## src/rtl/core/ssa_pkg.sv

```systemverilog
// shared constants and types of the sensor sample averager
package ssa_pkg;

  localparam int WINDOW_DEPTH = 8;

  localparam int TEMP_W  = 20;
  localparam int HUM_W   = 17;
  localparam int CODE_HW = 16;
  localparam int BYTE_W  = 8;
  localparam int LIMIT_W = 8;
  localparam int FAIL_W  = 8;

  localparam int CNT_W  = $clog2(WINDOW_DEPTH + 1);
  localparam int POS_W  = (WINDOW_DEPTH > 1) ? $clog2(WINDOW_DEPTH) : 1;
  localparam int TSUM_W = TEMP_W + CNT_W;
  localparam int HSUM_W = HUM_W + CNT_W;
  localparam int DIV_W  = TSUM_W;
  localparam int STEP_W = $clog2(DIV_W);

  localparam logic [TEMP_W-1:0]  TEMP_RESET  = TEMP_W'(122880);
  localparam logic [HUM_W-1:0]   HUM_RESET   = HUM_W'(66560);
  localparam logic [LIMIT_W-1:0] LIMIT_RESET = LIMIT_W'(10);
  localparam logic [FAIL_W-1:0]  FAIL_MAX    = {FAIL_W{1'b1}};

  localparam logic REQ_READ   = 1'b0;
  localparam logic REQ_INJECT = 1'b1;

  localparam int IN_DATA_W  = 80;
  localparam int OUT_DATA_W = 48;

  localparam int OUT_OK_BIT     = 0;
  localparam int OUT_ONLINE_BIT = 1;
  localparam int OUT_TEMP_LSB   = 2;
  localparam int OUT_HUM_LSB    = 22;
  localparam int OUT_FAIL_LSB   = 39;

  typedef struct packed {
    logic [TSUM_W-1:0] temp;
    logic [HSUM_W-1:0] hum;
  } sum_t;

  typedef struct packed {
    logic              en;
    logic [TEMP_W-1:0] temp;
    logic [HUM_W-1:0]  hum;
  } cell_wr_t;

endpackage

```

## src/rtl/core/ssa_cell.sv

```systemverilog
// one window cell: holds a sample pair and, when included, adds it into the passing partial sum
module ssa_cell import ssa_pkg::*; (
  input  logic     clk,
  input  logic     rst_n,
  input  cell_wr_t wr,
  input  logic     sel,
  input  logic     incl,
  input  sum_t     sum_i,
  output sum_t     sum_o
);

  logic [TEMP_W-1:0] temp_r;
  logic [HUM_W-1:0]  hum_r;
  sum_t              sum_r;
  sum_t              sum_nxt;

  always_comb begin
    sum_nxt = sum_i;
    if (incl) begin
      sum_nxt.temp = sum_i.temp + TSUM_W'(temp_r);
      sum_nxt.hum  = sum_i.hum + HSUM_W'(hum_r);
    end
  end

  always_ff @(posedge clk) begin
    if (!rst_n) begin
      temp_r <= TEMP_RESET;
      hum_r  <= HUM_RESET;
    end else if (wr.en && sel) begin
      temp_r <= wr.temp;
      hum_r  <= wr.hum;
    end
  end

  always_ff @(posedge clk) begin
    sum_r <= sum_nxt;
  end

  assign sum_o = sum_r;

endmodule

```

## src/rtl/core/ssa_div.sv

```systemverilog
// restoring divider, one quotient bit per cycle, temperature and humidity side by side
module ssa_div import ssa_pkg::*; (
  input  logic              clk,
  input  logic              rst_n,
  input  logic              start,
  input  logic [TSUM_W-1:0] dvd_t,
  input  logic [HSUM_W-1:0] dvd_h,
  input  logic [CNT_W-1:0]  divisor,
  output logic              done,
  output logic [TSUM_W-1:0] q_t,
  output logic [HSUM_W-1:0] q_h
);

  logic              busy_r;
  logic              done_r;
  logic [STEP_W-1:0] step_r;
  logic [CNT_W-1:0]  div_r;
  logic [DIV_W-1:0]  dt_r;
  logic [DIV_W-1:0]  dh_r;
  logic [CNT_W-1:0]  rt_r;
  logic [CNT_W-1:0]  rh_r;

  logic [CNT_W:0]    rt_sh;
  logic [CNT_W:0]    rh_sh;
  logic              ge_t;
  logic              ge_h;
  logic [CNT_W:0]    rt_nxt;
  logic [CNT_W:0]    rh_nxt;

  always_comb begin
    rt_sh  = {rt_r, dt_r[DIV_W-1]};
    rh_sh  = {rh_r, dh_r[DIV_W-1]};
    ge_t   = rt_sh >= {1'b0, div_r};
    ge_h   = rh_sh >= {1'b0, div_r};
    rt_nxt = ge_t ? (rt_sh - {1'b0, div_r}) : rt_sh;
    rh_nxt = ge_h ? (rh_sh - {1'b0, div_r}) : rh_sh;
  end

  always_ff @(posedge clk) begin
    if (!rst_n) begin
      busy_r <= 1'b0;
      done_r <= 1'b0;
      step_r <= '0;
    end else begin
      done_r <= 1'b0;
      if (start) begin
        busy_r <= 1'b1;
        step_r <= '0;
      end else if (busy_r) begin
        if (step_r == STEP_W'(DIV_W - 1)) begin
          busy_r <= 1'b0;
          done_r <= 1'b1;
        end else begin
          step_r <= step_r + 1'b1;
        end
      end
    end
  end

  always_ff @(posedge clk) begin
    if (start) begin
      div_r <= divisor;
      dt_r  <= DIV_W'(dvd_t);
      dh_r  <= DIV_W'(dvd_h);
      rt_r  <= '0;
      rh_r  <= '0;
    end else if (busy_r) begin
      dt_r <= {dt_r[DIV_W-2:0], ge_t};
      dh_r <= {dh_r[DIV_W-2:0], ge_h};
      rt_r <= rt_nxt[CNT_W-1:0];
      rh_r <= rh_nxt[CNT_W-1:0];
    end
  end

  assign done = done_r;
  assign q_t  = dt_r[TSUM_W-1:0];
  assign q_h  = dh_r[HSUM_W-1:0];

endmodule

```

## src/rtl/core/sensor_sample_averager_top.sv

```systemverilog
// top level of the sensor sample averager: request decode, window cell chain, divider
// an inject, or a failed read that takes the sensor offline, goes from accept through ST_DONE into
// the output register; a read that feeds the window also passes ST_SUM, while the partial sum runs
// through the cell chain, and ST_DIV, the bit-serial divider over the 24-bit sum
// one item at a time: in_tready is high only in ST_IDLE, once the last result is in the output register
// reset (rst_n low, synchronous) restores the window, averages, counters and failure limit
module sensor_sample_averager_top import ssa_pkg::*; (
  input  logic                  clk,
  input  logic                  rst_n,
  input  logic                  in_tvalid,
  output logic                  in_tready,
  // bus_ack, data_ready, byte_a, byte_b, byte_c, byte_d, byte_e, inject_temp, inject_hum
  input  logic [IN_DATA_W-1:0]  in_tdata,
  // req_type
  input  logic                  in_tuser,
  output logic                  out_tvalid,
  input  logic                  out_tready,
  // ok, is_online, avg_temp, avg_hum, failures
  output logic [OUT_DATA_W-1:0] out_tdata,
  input  logic                  cfg_valid,
  output logic                  cfg_ready,
  input  logic [LIMIT_W-1:0]    cfg_data
);

  localparam logic [1:0] ST_IDLE = 2'd0;
  localparam logic [1:0] ST_SUM  = 2'd1;
  localparam logic [1:0] ST_DIV  = 2'd2;
  localparam logic [1:0] ST_DONE = 2'd3;

  logic                  bus_ack;
  logic                  data_ready;
  logic [BYTE_W-1:0]     byte_a;
  logic [BYTE_W-1:0]     byte_b;
  logic [BYTE_W-1:0]     byte_c;
  logic [BYTE_W-1:0]     byte_d;
  logic [BYTE_W-1:0]     byte_e;
  logic [TEMP_W-1:0]     inject_temp;
  logic [HUM_W-1:0]      inject_hum;
  logic [TEMP_W-1:0]     code_t;
  logic [HUM_W-1:0]      code_h;

  logic [1:0]            state_r, state_nxt;
  logic [CNT_W-1:0]      cnt_r, cnt_nxt;
  logic [POS_W-1:0]      pos_r, pos_nxt;
  logic                  full_r, full_nxt;
  logic [CNT_W-1:0]      count_r, count_nxt;
  logic [TEMP_W-1:0]     cur_t_r, cur_t_nxt;
  logic [HUM_W-1:0]      cur_h_r, cur_h_nxt;
  logic [FAIL_W-1:0]     fail_r, fail_nxt;
  logic                  online_r, online_nxt;
  logic                  ok_r, ok_nxt;
  logic [LIMIT_W-1:0]    limit_r;
  logic                  out_valid_r, out_valid_nxt;
  logic [OUT_DATA_W-1:0] out_data_r, out_data_nxt;

  logic [FAIL_W-1:0]     fail_inc;
  cell_wr_t              wr;
  logic                  div_start;
  logic                  div_done;
  logic [TSUM_W-1:0]     q_t;
  logic [HSUM_W-1:0]     q_h;
  sum_t                  chain [WINDOW_DEPTH+1];

  assign bus_ack     = in_tdata[0];
  assign data_ready  = in_tdata[1];
  assign byte_a      = in_tdata[9:2];
  assign byte_b      = in_tdata[17:10];
  assign byte_c      = in_tdata[25:18];
  assign byte_d      = in_tdata[33:26];
  assign byte_e      = in_tdata[41:34];
  assign inject_temp = in_tdata[61:42];
  assign inject_hum  = in_tdata[78:62];

  assign code_t   = {byte_a, byte_b, byte_c[7:4]};
  assign code_h   = HUM_W'({byte_d, byte_e});
  assign fail_inc = (fail_r == FAIL_MAX) ? fail_r : (fail_r + 1'b1);

  assign in_tready = (state_r == ST_IDLE);
  assign cfg_ready = 1'b1;

  always_comb begin
    state_nxt     = state_r;
    cnt_nxt       = cnt_r;
    pos_nxt       = pos_r;
    full_nxt      = full_r;
    count_nxt     = count_r;
    cur_t_nxt     = cur_t_r;
    cur_h_nxt     = cur_h_r;
    fail_nxt      = fail_r;
    online_nxt    = online_r;
    ok_nxt        = ok_r;
    out_valid_nxt = out_valid_r && !out_tready;
    out_data_nxt  = out_data_r;
    wr.en         = 1'b0;
    wr.temp       = cur_t_r;
    wr.hum        = cur_h_r;
    div_start     = 1'b0;

    unique case (state_r)
      ST_IDLE: begin
        if (in_tvalid) begin
          ok_nxt = 1'b1;
          if (in_tuser == REQ_INJECT) begin
            cur_t_nxt  = inject_temp;
            cur_h_nxt  = inject_hum;
            fail_nxt   = '0;
            online_nxt = 1'b1;
            state_nxt  = ST_DONE;
          end else if (bus_ack) begin
            if (data_ready) begin
              fail_nxt   = '0;
              online_nxt = 1'b1;
              if (code_t != '0) begin
                wr.temp = code_t;
              end
              if (code_h != '0) begin
                wr.hum = code_h;
              end
            end
            wr.en     = 1'b1;
            state_nxt = ST_SUM;
          end else begin
            fail_nxt = fail_inc;
            if (fail_inc > limit_r) begin
              online_nxt = 1'b0;
              ok_nxt     = 1'b0;
              state_nxt  = ST_DONE;
            end else begin
              wr.en     = 1'b1;
              state_nxt = ST_SUM;
            end
          end
          if (wr.en) begin
            cnt_nxt = '0;
            pos_nxt = (pos_r == POS_W'(WINDOW_DEPTH - 1)) ? '0 : (pos_r + 1'b1);
            if (pos_nxt == '0) begin
              full_nxt = 1'b1;
            end
            count_nxt = full_nxt ? CNT_W'(WINDOW_DEPTH) : CNT_W'(pos_nxt);
            if (count_nxt == '0) begin
              count_nxt = CNT_W'(1);
            end
          end
        end
      end
      ST_SUM: begin
        if (cnt_r == CNT_W'(WINDOW_DEPTH)) begin
          div_start = 1'b1;
          state_nxt = ST_DIV;
        end else begin
          cnt_nxt = cnt_r + 1'b1;
        end
      end
      ST_DIV: begin
        if (div_done) begin
          cur_t_nxt = q_t[TEMP_W-1:0];
          cur_h_nxt = q_h[HUM_W-1:0];
          state_nxt = ST_DONE;
        end
      end
      ST_DONE: begin
        if (!out_valid_r || out_tready) begin
          out_valid_nxt = 1'b1;
          out_data_nxt  = OUT_DATA_W'({fail_r, cur_h_r, cur_t_r, online_r, ok_r});
          state_nxt     = ST_IDLE;
        end
      end
      default: begin
        state_nxt = ST_IDLE;
      end
    endcase
  end

  always_ff @(posedge clk) begin
    if (!rst_n) begin
      state_r     <= ST_IDLE;
      cnt_r       <= '0;
      pos_r       <= '0;
      full_r      <= 1'b0;
      count_r     <= CNT_W'(1);
      cur_t_r     <= TEMP_RESET;
      cur_h_r     <= HUM_RESET;
      fail_r      <= '0;
      online_r    <= 1'b0;
      ok_r        <= 1'b1;
      limit_r     <= LIMIT_RESET;
      out_valid_r <= 1'b0;
    end else begin
      state_r     <= state_nxt;
      cnt_r       <= cnt_nxt;
      pos_r       <= pos_nxt;
      full_r      <= full_nxt;
      count_r     <= count_nxt;
      cur_t_r     <= cur_t_nxt;
      cur_h_r     <= cur_h_nxt;
      fail_r      <= fail_nxt;
      online_r    <= online_nxt;
      ok_r        <= ok_nxt;
      out_valid_r <= out_valid_nxt;
      if (cfg_valid) begin
        limit_r <= cfg_data;
      end
    end
  end

  always_ff @(posedge clk) begin
    out_data_r <= out_data_nxt;
  end

  assign chain[0] = '0;

  for (genvar i = 0; i < WINDOW_DEPTH; i++) begin : g_cell
    ssa_cell u_cell (
      .clk   (clk),
      .rst_n (rst_n),
      .wr    (wr),
      .sel   (pos_r == POS_W'(i)),
      .incl  (CNT_W'(i) < count_r),
      .sum_i (chain[i]),
      .sum_o (chain[i+1])
    );
  end

  ssa_div u_div (
    .clk     (clk),
    .rst_n   (rst_n),
    .start   (div_start),
    .dvd_t   (chain[WINDOW_DEPTH].temp),
    .dvd_h   (chain[WINDOW_DEPTH].hum),
    .divisor (count_r),
    .done    (div_done),
    .q_t     (q_t),
    .q_h     (q_h)
  );

  assign out_tvalid = out_valid_r;
  assign out_tdata  = out_data_r;

endmodule

```

## config.mk

```make
export PLATFORM = sky130hd
export DESIGN_NAME = sensor_sample_averager_top
export DESIGN_NICKNAME = d
export VERILOG_FILES = /design/src/rtl/core/ssa_pkg.sv /design/src/rtl/core/ssa_cell.sv /design/src/rtl/core/ssa_div.sv /design/src/rtl/core/sensor_sample_averager_top.sv
export SDC_FILE = /design/constraint.sdc
export NUM_CORES = 2
export LEC_CHECK = 0
export BUFFER_PORTS_ARGS = -buffer_cell sky130_fd_sc_hd__buf_2
export CAP_MARGIN = 20
export CORE_ASPECT_RATIO = 0.75
export CORE_MARGIN = 4
export CORE_UTILIZATION = 60
export CTS_BUF_LIST = sky130_fd_sc_hd__clkbuf_8
export CTS_CLUSTER_SIZE = 12
export DETAILED_ROUTE_END_ITERATION = 10
export GPL_TIMING_DRIVEN = 0
export PLACE_DENSITY = 0.86
export SYNTH_ARGS = -nofsm -noshare
export SYNTH_HDL_FRONTEND = slang
export SYNTH_SLANG_ARGS = --single-unit
```

## constraint.sdc

```tcl
create_clock -name clk -period 6.25 [get_ports clk]
set_input_delay 0.3125 -clock clk [delete_from_list [all_inputs] [get_ports clk]]
set_output_delay 0.3125 -clock clk [all_outputs]
set_load 0.005 [all_outputs]
```

==> summary.txt <==
status - complete, no violations
Max Freq - 221 MHz
CP endpoint kind - flip-flop
Hold Path Sink - g_cell[7].u_cell.temp_r[11]$_SDFFE_PN0P_
antenna violations before repair - 1
reg-to-reg startpoint - fail_r[0]$_SDFFE_PN0P_
worst path arrival time - 5.10 ns
Post-CTS Resized - 0
Die W - 306 microns
met2 routed wirelength - 52.0 mm
top layer in use - met4
synthesized area per cell - 9.09 sq um
PwrDens - 367 nW/um^2
met3 wire length - 14.3 mm
vias in the first global route - 33.4k
Max H-tree Level - 3
Clk Latency, worst-skew pair - 0.78 ns
layout cells sized above 1 - 0.105
Worst R2R End - g_cell[7].u_cell.temp_r[1]$_SDFFE_PN0P_
DRC - 0
first-pass GRT wire length - 187 mm
largest area contributor in the netlist - dfxtp_1
initial drt markers - 3723
syn nets - 4781
Post-Syn Area - 39800 sq um
Worst Max-Slew Pin Slew - 1.12 ns
total gr overflow - 0
Period minus WS final - 4.53 ns
Total Power - 16.6 mW
RSZ-0062 raised after global routing - no
DR pass1 iterations - 6
WS Path Type - flip-flop to flip-flop
critical path cell sequence - ha_1, nand2_1, nor2_1, nand3_1, nand2_1, xnor2_1, ha_1, and3_1, a221o_1, a221oi_2, a311oi_2, nor3_4, and2_1, buf_2, clkbuf_1, a211oi_1
vias - 35.1k
setup slack, reg-to-reg - 1.72 ns
crit path launch type - flip-flop
Synth top area share - 0.364
ranking of synthesized cells by area - dfxtp_1, ha_1, edfxtp_1
maximum fanout along the worst path - 10
area grow syn2layout - 13.2%
final hold viol count - 0
Hold WS - 0.0692 ns
Num Clock Sinks - 820
die height - 231 microns
die area - 70600 sq um
Seq/Total Area, Yosys - 0.436
Worst EP required - 6.82 ns
setup tns final - 0 ns
IO buf count - 134
largest net degree at the start of global routing - 40
IR drop worst, VDD - 0.000291 V
max-cap viol count - 0
total core area - 65500 sq um
Slew Limit Headroom - 0.255
worst r2r path cells - 16
slowest CP cell - clkbuf_1
postcts setup bufs - 0
Final Cycle Share - 0.724
Starting Density - 0.608
hpwl dp - 90.9 mm
Tot GR Track Use - 0.335
CTS tree - yes
Tightest Hold Check Type - primary input to flip-flop
CP peak stage delay - 0.47 ns
Routed WL per cell - 21.6 microns
Seq cells post-synth - 820
HP Start - in_tdata[17]
Syn. warnings - 0
# rows - 81
worst hold path cell count - 3
metal1 wirelength - 49.0 mm
Finished Core Util - 0.689
fin nets - 5120
Async S/R FF share, synth - 0
Final Slew Violations - 0
Clk pin slew, worst setup/hold paths - 0.07 ns
clock root cell - clkbuf_8
remaining antenna violation count after routing - 0
routability cong. - 0.996
Yosys cell types - 81
Synth Flop Type - dfxtp_1
Syn Inst Count - 4382
Finish-stage setup viols - 0
cts hold-fix bufs - 46
routed wire length - 123 mm
I/O pins - 145
DR vias/cell - 6.17
CTS max path bufs - 3
TritonCTS Buffers - 120
skew final - 0.0525 ns
Post-synth EDFFs - 96
leakage - 19.1 nW
-- where the power goes --
| group | switching (mW) | total [mW] | internal [mW] |
|---|---|---|---|
| Combinational | 3.17 | 5.09 | 1.93 |
| Sequential | 0.766 | 7.06 | 6.29 |
| Clock | 2.11 | 4.40 | 2.29 |
| Total | 6.05 | 16.6 | 10.5 |
-- critical path: cells and delay by family, from the launching register on --
kind	cells	cell delay, ns
simple gates	7	1.50
compound gates	4	0.92
buf+inv	2	0.71
fa+ha+maj	2	0.54
flops	1	0.46
xor+xnor	1	0.19
-- cells in the mapped netlist (all sizes together) (78+ instances only) --
library cell / number
dfxtp: 724
xnor2: 103
inv: 127
nand2: 471
edfxtp: 96
mux2i: 86
xor2: 128
clkbuf: 128
buf: 78
nor2: 549
a21oi: 299
ha: 289
a211oi: 323
a21o: 80
o21ai: 236
-- final cells by class --
class | count | area [sq um]
antenna | 2 | 5.00
buffer | 206 | 947
clock buffer | 147 | 2020
clock inverter | 65 | 414
fill | 4826 | 20400
inverter | 127 | 477
multi-input combinational | 3229 | 21200
sequential | 820 | 17400
tap | 871 | 1090
timing repair buffer | 217 | 1570
-- sequential cells by signal (all words and copies together), names as in the netlist, 5 cells and up --
| signal | count |
|---|---|
| g_cell.u_cell.sum_o | 340 |
| fail_r | 8 |
| u_div.step_r | 5 |
| out_tdata | 47 |
| cur_t_r | 20 |
| limit_r | 8 |
| g_cell.u_cell.hum_r | 136 |
| u_div.q_t | 24 |
| u_div.dh_r | 24 |
| cur_h_r | 17 |
| g_cell.u_cell.temp_r | 160 |
-- layout by cell type, fill, tap and decap left out, types with 80 or more instances in the layout --
cell type and n:
a211oi_1 322, a21o_1 80, a21oi_1 298, buf_2 170, clkbuf_1 127, clkbuf_8 147
dfxtp_1 724, edfxtp_1 96, ha_1 289, inv_1 161, nand2_1 467, nor2_1 548
o21ai_0 227, xnor2_1 103, xor2_1 128
-- metal layers --
metal,global-route usage,vias up
met3,0.0773,431
li1,-,16300
met4,0.180,0
met1,0.445,16300
met5,0,-
met2,0.511,2002
-- worst max-delay path by stage --
stage                       startpoint                                       end  cells past startpoint
2_1_floorplan   fail_r[0]$_SDFFE_PN0P_  g_cell[2].u_cell.temp_r[16]$_SDFFE_PN1P_                     17
3_3_place_gp   state_r[0]$_SDFFE_PN0P_   g_cell[0].u_cell.temp_r[7]$_SDFFE_PN0P_                      8
3_5_place_dp    fail_r[0]$_SDFFE_PN0P_   g_cell[7].u_cell.temp_r[4]$_SDFFE_PN0P_                     16
4_1_cts         fail_r[0]$_SDFFE_PN0P_  g_cell[3].u_cell.temp_r[14]$_SDFFE_PN1P_                     17
5_1_grt         fail_r[0]$_SDFFE_PN0P_  g_cell[3].u_cell.temp_r[15]$_SDFFE_PN1P_                     17
6_report        fail_r[0]$_SDFFE_PN0P_   g_cell[7].u_cell.temp_r[1]$_SDFFE_PN0P_                     16
-- stage by stage --
| stage | worst slack, ns | cells | cell area (sq um) |
|---|---|---|---|
| 2_1_floorplan | 2.66 | 4382 | 39800 |
| 3_3_place_gp | 1.51 | 5387 | 41600 |
| 3_5_place_dp | 1.94 | 5422 | 42200 |
| 4_1_cts | 1.84 | 5680 | 45100 |
| 5_1_grt | 1.46 | 5683 | 45100 |
| 6_report | 1.72 | 5684 | 45100 |
-- cells by family (layout without fill, tap and decap cells) --
family / after synthesis / count (layout) / share of synthesized area
xor gates and xnor gates: 231 / 231 / 0.0508
other: 2 / 4 / 0.000189
and+or+nand+nor: 1354 / 1354 / 0.148
buffers and inverters: 333 / 762 / 0.0357
DFF: 820 / 820 / 0.436
adders and majority gates: 305 / 305 / 0.0988
muxes: 115 / 115 / 0.0298
AOI/OAI and AO/OA: 1222 / 1222 / 0.201
No activity file was read; power rests on OpenSTA's default activity.
